==> config.mk <==
export PLATFORM = sky130hd
export DESIGN_NAME = giou_front
export DESIGN_NICKNAME = d
export VERILOG_FILES = /design/src/sv/giou_pkg.sv /design/src/sv/giou_front.sv
export SDC_FILE = /design/constraint.sdc
export NUM_CORES = 1
export LEC_CHECK = 0
export BUFFER_PORTS_ARGS = -buffer_cell sky130_fd_sc_hd__clkbuf_2
export CAP_MARGIN = 20
export CORE_MARGIN = 10
export CORE_UTILIZATION = 57
export DETAILED_ROUTE_END_ITERATION = 8
export PLACE_DENSITY = 0.86
export SLEW_MARGIN = 20
export SYNTH_ARGS = -nofsm -noshare
export SYNTH_HDL_FRONTEND = slang
export SYNTH_SLANG_ARGS = --single-unit
==> constraint.sdc <==
create_clock -name clk -period 3.6 [get_ports clk]
set_input_delay 0.36 -clock clk [delete_from_list [all_inputs] [get_ports clk]]
set_output_delay 0.36 -clock clk [all_outputs]
set_load 0.05 [all_outputs]
==> src/sv/giou_pkg.sv <==
package giou_pkg;

    typedef enum logic [1:0] {
        CMD_LOAD  = 2'd0,
        CMD_MATCH = 2'd1,
        CMD_END   = 2'd2,
        CMD_NONE  = 2'd3
    } cmd_t;

    typedef enum logic [2:0] {
        ST_IDLE,
        ST_AREA,
        ST_SCAN,
        ST_EMIT,
        ST_FLUSH,
        ST_FLUSH_EMIT
    } state_t;

    // queued command word between front and back
    typedef struct packed {
        cmd_t        cmd;
        logic [15:0] box_x;
        logic [15:0] box_y;
        logic [15:0] box_w;
        logic [15:0] box_h;
        logic [6:0]  class_id;
    } item_t;

    localparam int ITEM_W = $bits(item_t);
    localparam logic [7:0] NO_CLASS = 8'hFF;

endpackage

==> src/sv/giou_front.sv <==
// Accept input words, drop unused commands, and queue the rest in a small FIFO.
module giou_front (
    input  logic            clk,
    input  logic            rst_n,
    input  logic            in_valid,
    output logic            in_ready,
    input  giou_pkg::item_t in_item,
    output logic            q_valid,
    input  logic            q_ready,
    output giou_pkg::item_t q_item
);
    import giou_pkg::*;

    localparam int DEPTH = 4;

    item_t      fifo_reg [DEPTH];
    logic [1:0] wr_ptr_reg, rd_ptr_reg;
    logic [2:0] count_reg;
    logic       push, pop;

    assign in_ready = (count_reg != 3'(DEPTH));
    assign push     = in_valid && in_ready && (in_item.cmd != CMD_NONE);
    assign q_valid  = (count_reg != 3'd0);
    assign pop      = q_valid && q_ready;
    assign q_item   = fifo_reg[rd_ptr_reg];

    // store queued words
    always_ff @(posedge clk)
    begin
        if (push)
        begin
            fifo_reg[wr_ptr_reg] <= in_item;
        end
    end

    // advance pointers
    always_ff @(posedge clk or negedge rst_n)
    begin
        if (!rst_n)
        begin
            wr_ptr_reg <= '0;
            rd_ptr_reg <= '0;
            count_reg  <= '0;
        end
        else
        begin
            if (push)
            begin
                wr_ptr_reg <= wr_ptr_reg + 2'd1;
            end
            if (pop)
            begin
                rd_ptr_reg <= rd_ptr_reg + 2'd1;
            end
            count_reg <= count_reg + 3'(push) - 3'(pop);
        end
    end

`ifndef SYNTHESIS
    a_no_overflow: assert property (@(posedge clk) disable iff (!rst_n)
        count_reg <= 3'(DEPTH)) else $error("queue overflow");
    a_push_count: assert property (@(posedge clk) disable iff (!rst_n)
        (push && !pop) |=> count_reg == $past(count_reg) + 3'd1)
        else $error("push lost");
    a_pop_count: assert property (@(posedge clk) disable iff (!rst_n)
        (pop && !push) |=> count_reg == $past(count_reg) - 3'd1)
        else $error("pop lost");
`endif
endmodule

After elaboration in Yosys (flattened, before gate mapping)
Memory sizes are Yosys's and may differ from the RTL's.
Index checks and enable logic that the tools add are counted.
{"block": "word_totals", "mem_bits_rw": 292, "wordCells": 16, "memories": 1, "regBits": 7}
{"memory": "fifo_reg", "depth": 4, "word_bits": 73, "rd": 1, "rd_clocked_by_memory_dff": 0, "write_ports": 1, "line_no": "giou_front.sv:16", "text": "item_t fifo_reg [DEPTH];"}
{"block": "classes", "mux": 2, "eq_ne": 2, "add_sub_neg": 4, "n_reduce_logical": 4}
{"cell": "adder 2 x 1 -> 2 bit, second input constant", "count": 2}
{"cell": "adder 3 x 1 -> 3 bit", "count": 1}
{"cell": "logical AND 1 bit", "count": 3}
{"cell": "inequality test 3 bit, second input constant", "count": 1}
{"cell": "nonzero test 3 bit", "count": 1}
{"cell": "subtractor 3 x 1 -> 3 bit", "count": 1}
{"cell": "2-to-1 mux 1 bit", "count": 2}
{"cell": "inequality test 2 bit, second input constant", "count": 1}

Depth between registers and ports, before layout
{"block": "logic_depth", "depth_word": 5, "depth_mapped": 11}

Worst setup path before layout
No wires, ideal clock.
{"block": "synth_path", "path_kind": "register to register", "from": "reg count_reg[2]", "to": "mem fifo_reg[1][0] (netlist name) (enable)", "setup_ns": 0.439, "path_slack_ns": 0.232, "synth_period_minus_slack_ns": 3.368, "arrival_ns": 2.929, "required_time_ns": 3.161, "stages_incl_launch_ff": 5, "path_cell_list": "dfrtp_1 or3b_1 and3_1 buf_6 and2_1"}
{"block": "synth_between", "elab_chain_len": 5}
{"element": "start: declaration", "line_no": "giou_front.sv:18", "text": "logic [2:0] count_reg;"}
{"element": "start signal: assignment", "line_no": "giou_front.sv:55", "text": "count_reg <= count_reg + 3'(push) - 3'(pop);"}
{"element": "inequality test 3 bit", "line_no": "giou_front.sv:21", "text": "assign in_ready = (count_reg != 3'(DEPTH));"}
{"element": "named net in_ready", "line_no": "giou_front.sv:6", "text": "output logic in_ready,"}
{"element": "logical AND 1 bit (2 in series)", "line_no": "giou_front.sv:22", "text": "assign push = in_valid && in_ready && (in_item.cmd != CMD_NONE);"}
{"element": "2-to-1 mux 1 bit", "line_no": "giou_front.sv:30", "text": "if (push)"}
{"element": "2-to-1 mux 1 bit (implied by the code)", "line_no": "giou_front.sv:32", "text": "fifo_reg[wr_ptr_reg] <= in_item;"}
{"element": "end: declaration", "line_no": "giou_front.sv:16"}
The timed path passes the listed nets, and every way through them passes these cells.

==> key figures <==
Run status
  • Status: complete, no violations

Global route
  • Vias in the first global route: 5345
  • Initial antenna violation count: 0
  • Gr ovfl total: 0
  • Gr usage total: 16.1%
  • First-pass GRT wire length: 31100 um
  • Largest net degree at the start of global routing: 75

Power
  • Int Pwr: 0.00759 W
  • Leak: 4.51 nW
  • VDD IR-drop max: 0.000751 V
  • Total Power: 0.0121 W
  • Clock network power share: 24.4%
  • Comb power frac: 35.7%
  • Switching share of power: 37.5%
  • Sw power: 0.00455 W
  • Power Density: 934 nW/um^2
  • Seq pwr share: 39.9%

Cells and area
  • Syn-to-layout area delta: 19.0%
  • Register Area: 8950 sq um
  • Fillers: 1152
  • Layout cells sized above 1: 47.0%
  • # nets final: 675
  • Finished Layout Cells: 847
  • Multi-input gate area: 1870 sq um
  • Ant diodes: 0
  • Fin util: 69.3%
  • Max reg flops: 292

Worst setup path
  • CP Capture Type: output pin
  • Worst endpoint required time: 3.24 ns
  • Crit path max-delay family: flip-flops
  • Reg2Reg Capture Point: count_reg[2]
  • CP max FO: 30
  • Crit-path slowest cell: dfrtp_4
  • Critical Path, Cell by Cell: buf_4 -> mux4_2 -> clkbuf_2
  • WP data arrival: 2.53 ns
  • WS Path Type: reg -> out
  • Buf+Inv Stages, Crit Path: 2
  • Worst setup SP type: flip-flop
  • Reg2reg start: count_reg[1]
  • Max incr delay on CP: 0.83 ns
  • R2r setup slk: 1.01 ns
  • Reg2reg path depth: 10

Yosys
  • Syn Nets: 502
  • Async S/R FF share, synth: 2.34%
  • Sequential element share of the synthesized area: 81.8%
  • Post-synth EDFFs: 292
  • Synth cell types: 21
  • Mapped cell area: 10900 sq um
  • Number of synthesized register bits: 299
  • Ys flop type: edfxtp_1
  • Mean area per synthesized cell: 26.1 sq um
  • Ranking of synthesized cells by area: edfxtp_1 80%, mux4_2 15%, dfrtp_1 1.6%, ha_1 0.69%, buf_4 0.34%
  • Most frequent cell after synthesis: edfxtp_1
  • Yosys warnings: 0
  • Leading area contributor after synthesis: edfxtp_1
  • Synth top area share: 80.2%
  • Synth top cells by count: 292 x edfxtp_1, 73 x mux4_2, 7 x dfrtp_1, 6 x ha_1, 6 x inv_1
  • Post-Synthesis Cells: 418

Floorplan
  • Die Wd: 158 um
  • Starting Density: 58.2%
  • Die H: 158 um
  • I/O Pins: 152
  • # rows: 50
  • Die Area: 25100 sq um
  • Core area: 18800 sq um

Clocking
  • Clk Tree Root Cell: clkbuf_16
  • CTS tree: yes
  • Clk Latency, worst-skew pair: 0.53 ns
  • Buffers inserted by post-CTS timing repair: 0
  • Clk sinks: 299
  • Cts repair resizes: 0
  • CTS Hold Bufs: 1
  • CTS clk-pin slew, worst paths: 0.06 ns
  • Max Buffers Root-to-Sink: 3
  • Cts bufs inserted: 29
  • H-Tree Depth: 1

Detailed routing
  • Wire length per cell: 23.5 um
  • DR pass1 iterations: 5
  • Number of nets still failing antenna checks after routing: 0
  • Total Wirelength: 19900 um
  • 1st-iter DRT viols: 374
  • Vias/cell: 5.76
  • # DRC: 0
  • Detailed-route via count: 4882

STA
  • Final worst-path cycle share: 80.2%
  • Worst slew pin tran: 1.06 ns
  • Worst Skew: 0.0148 ns
  • Max Freq: 0.346 GHz
  • Final Hold Fails: 0
  • Setup TNS: 0 ns
  • Final Max Slew Viols: 0
  • Finish-stage setup viols: 0
  • Min Tclk post-route: 2.89 ns
  • Relative slew margins: 29.5%
  • RSZ-0062 raised after global routing: false

Placement
  • Final HPWL DP: 12300 um
  • IO buf count: 151
  • GP Congestion: 0.734
  • Inst Count DP: 790

Hold path
  • Worst Hold Depth: 1
  • Hold EP: fifo_reg[2][54]
  • Type of the most critical hold path: in -> reg
  • Hold path start: in_item[54]

Flow run
  • Maxcap violations: 0
==> final cells by class <==
type | instances | area share [%]
Tap cell | 234 | 2.25
Clock inverter | 15 | 1.20
Inverter | 6 | 0.173
Sequential cell | 299 | 68.8
Multi-Input combinational cell | 96 | 14.4
Timing Repair Buffer | 159 | 6.99
Clock buffer | 38 | 6.15
==> metal layers <==
metal	up-vias	wire (um)	part of all wire (%)	global-route usage, %
met2	163	9750	49	26.0
met1	2550	8190	41	21.1
met3	31	1630	8.2	5.21
li1	2138	-	-	-
met4	0	349	1.8	3.35
met5	-	0	0	0
==> power groups by stage <==
stage / clock network, W / registers, W / logic (W)
after floorplan: 0 / 0.00461 / 0.00361
after global placement: 0 / 0.00490 / 0.00429
after detailed placement: 0 / 0.00494 / 0.00434
after CTS: 0.00302 / 0.00488 / 0.00436
after global routing: 0.00318 / 0.00492 / 0.00455
final: 0.00296 / 0.00485 / 0.00433
==> stage by stage <==
stage | hold slack, ns | setup WS [ns] | area (sq um)
global placement | 0.200 | 1.20 | 12000
detailed placement | 0.206 | 1.05 | 12000
CTS | 0.0285 | 0.625 | 12900
global route | 0.0311 | 0.536 | 13000
floorplan | 0.0644 | 0.232 | 10900
finish | 0.0497 | 0.712 | 13000
==> cell families after synthesis <==
logic type                 count (synthesis)  share of synthesized area (%)
AOI/OAI and AO/OA                          1                         0.0916
buffers and inverters                     23                           1.09
DFF                                      299                           81.8
muxes                                     74                           15.2
xor gates and xnor gates                   5                          0.401
adders and majority gates                  7                          0.870
and+or+nand+nor                            9                          0.538
==> placed cells by master (no fill, tap or decap), types with 2 or more instances in the layout <==
cell type / n
clkbuf_8: 4
clkbuf_16: 29
mux4_2: 73
dfrtp_1: 5
inv_1: 6
clkbuf_2: 151
nand2_1: 2
bufinv_16: 3
clkbuf_1: 5
ha_1: 6
buf_12: 4
clkinv_2: 10
edfxtp_1: 292
xnor2_1: 4
dfrtp_4: 2
and2_4: 4
buf_16: 2
==> worst reg2reg max path: cells and delay by family, from the launching register on <==
kind,cells,cell delay (ns)
xor gates and xnor gates,2,0.27
adders and majority gates,3,0.77
buffers and inverters,3,0.25
DFF,1,0.45
and+or+nand+nor,2,0.71
==> worst max path at each step <==
stage	start	slack (ns)	to	cells after the start
2_1_floorplan	count_reg[2]	0.23	fifo_reg[1][0]	4
3_3_place_gp	count_reg[1]	1.20	count_reg[2]	10
3_5_place_dp	count_reg[1]	1.05	count_reg[2]	10
4_1_cts	rd_ptr_reg[0]	0.63	q_item[58]	3
5_1_grt	rd_ptr_reg[0]	0.54	q_item[58]	3
6_report	rd_ptr_reg[0]	0.71	q_item[58]	3
(Power assumes the default switching activity.)
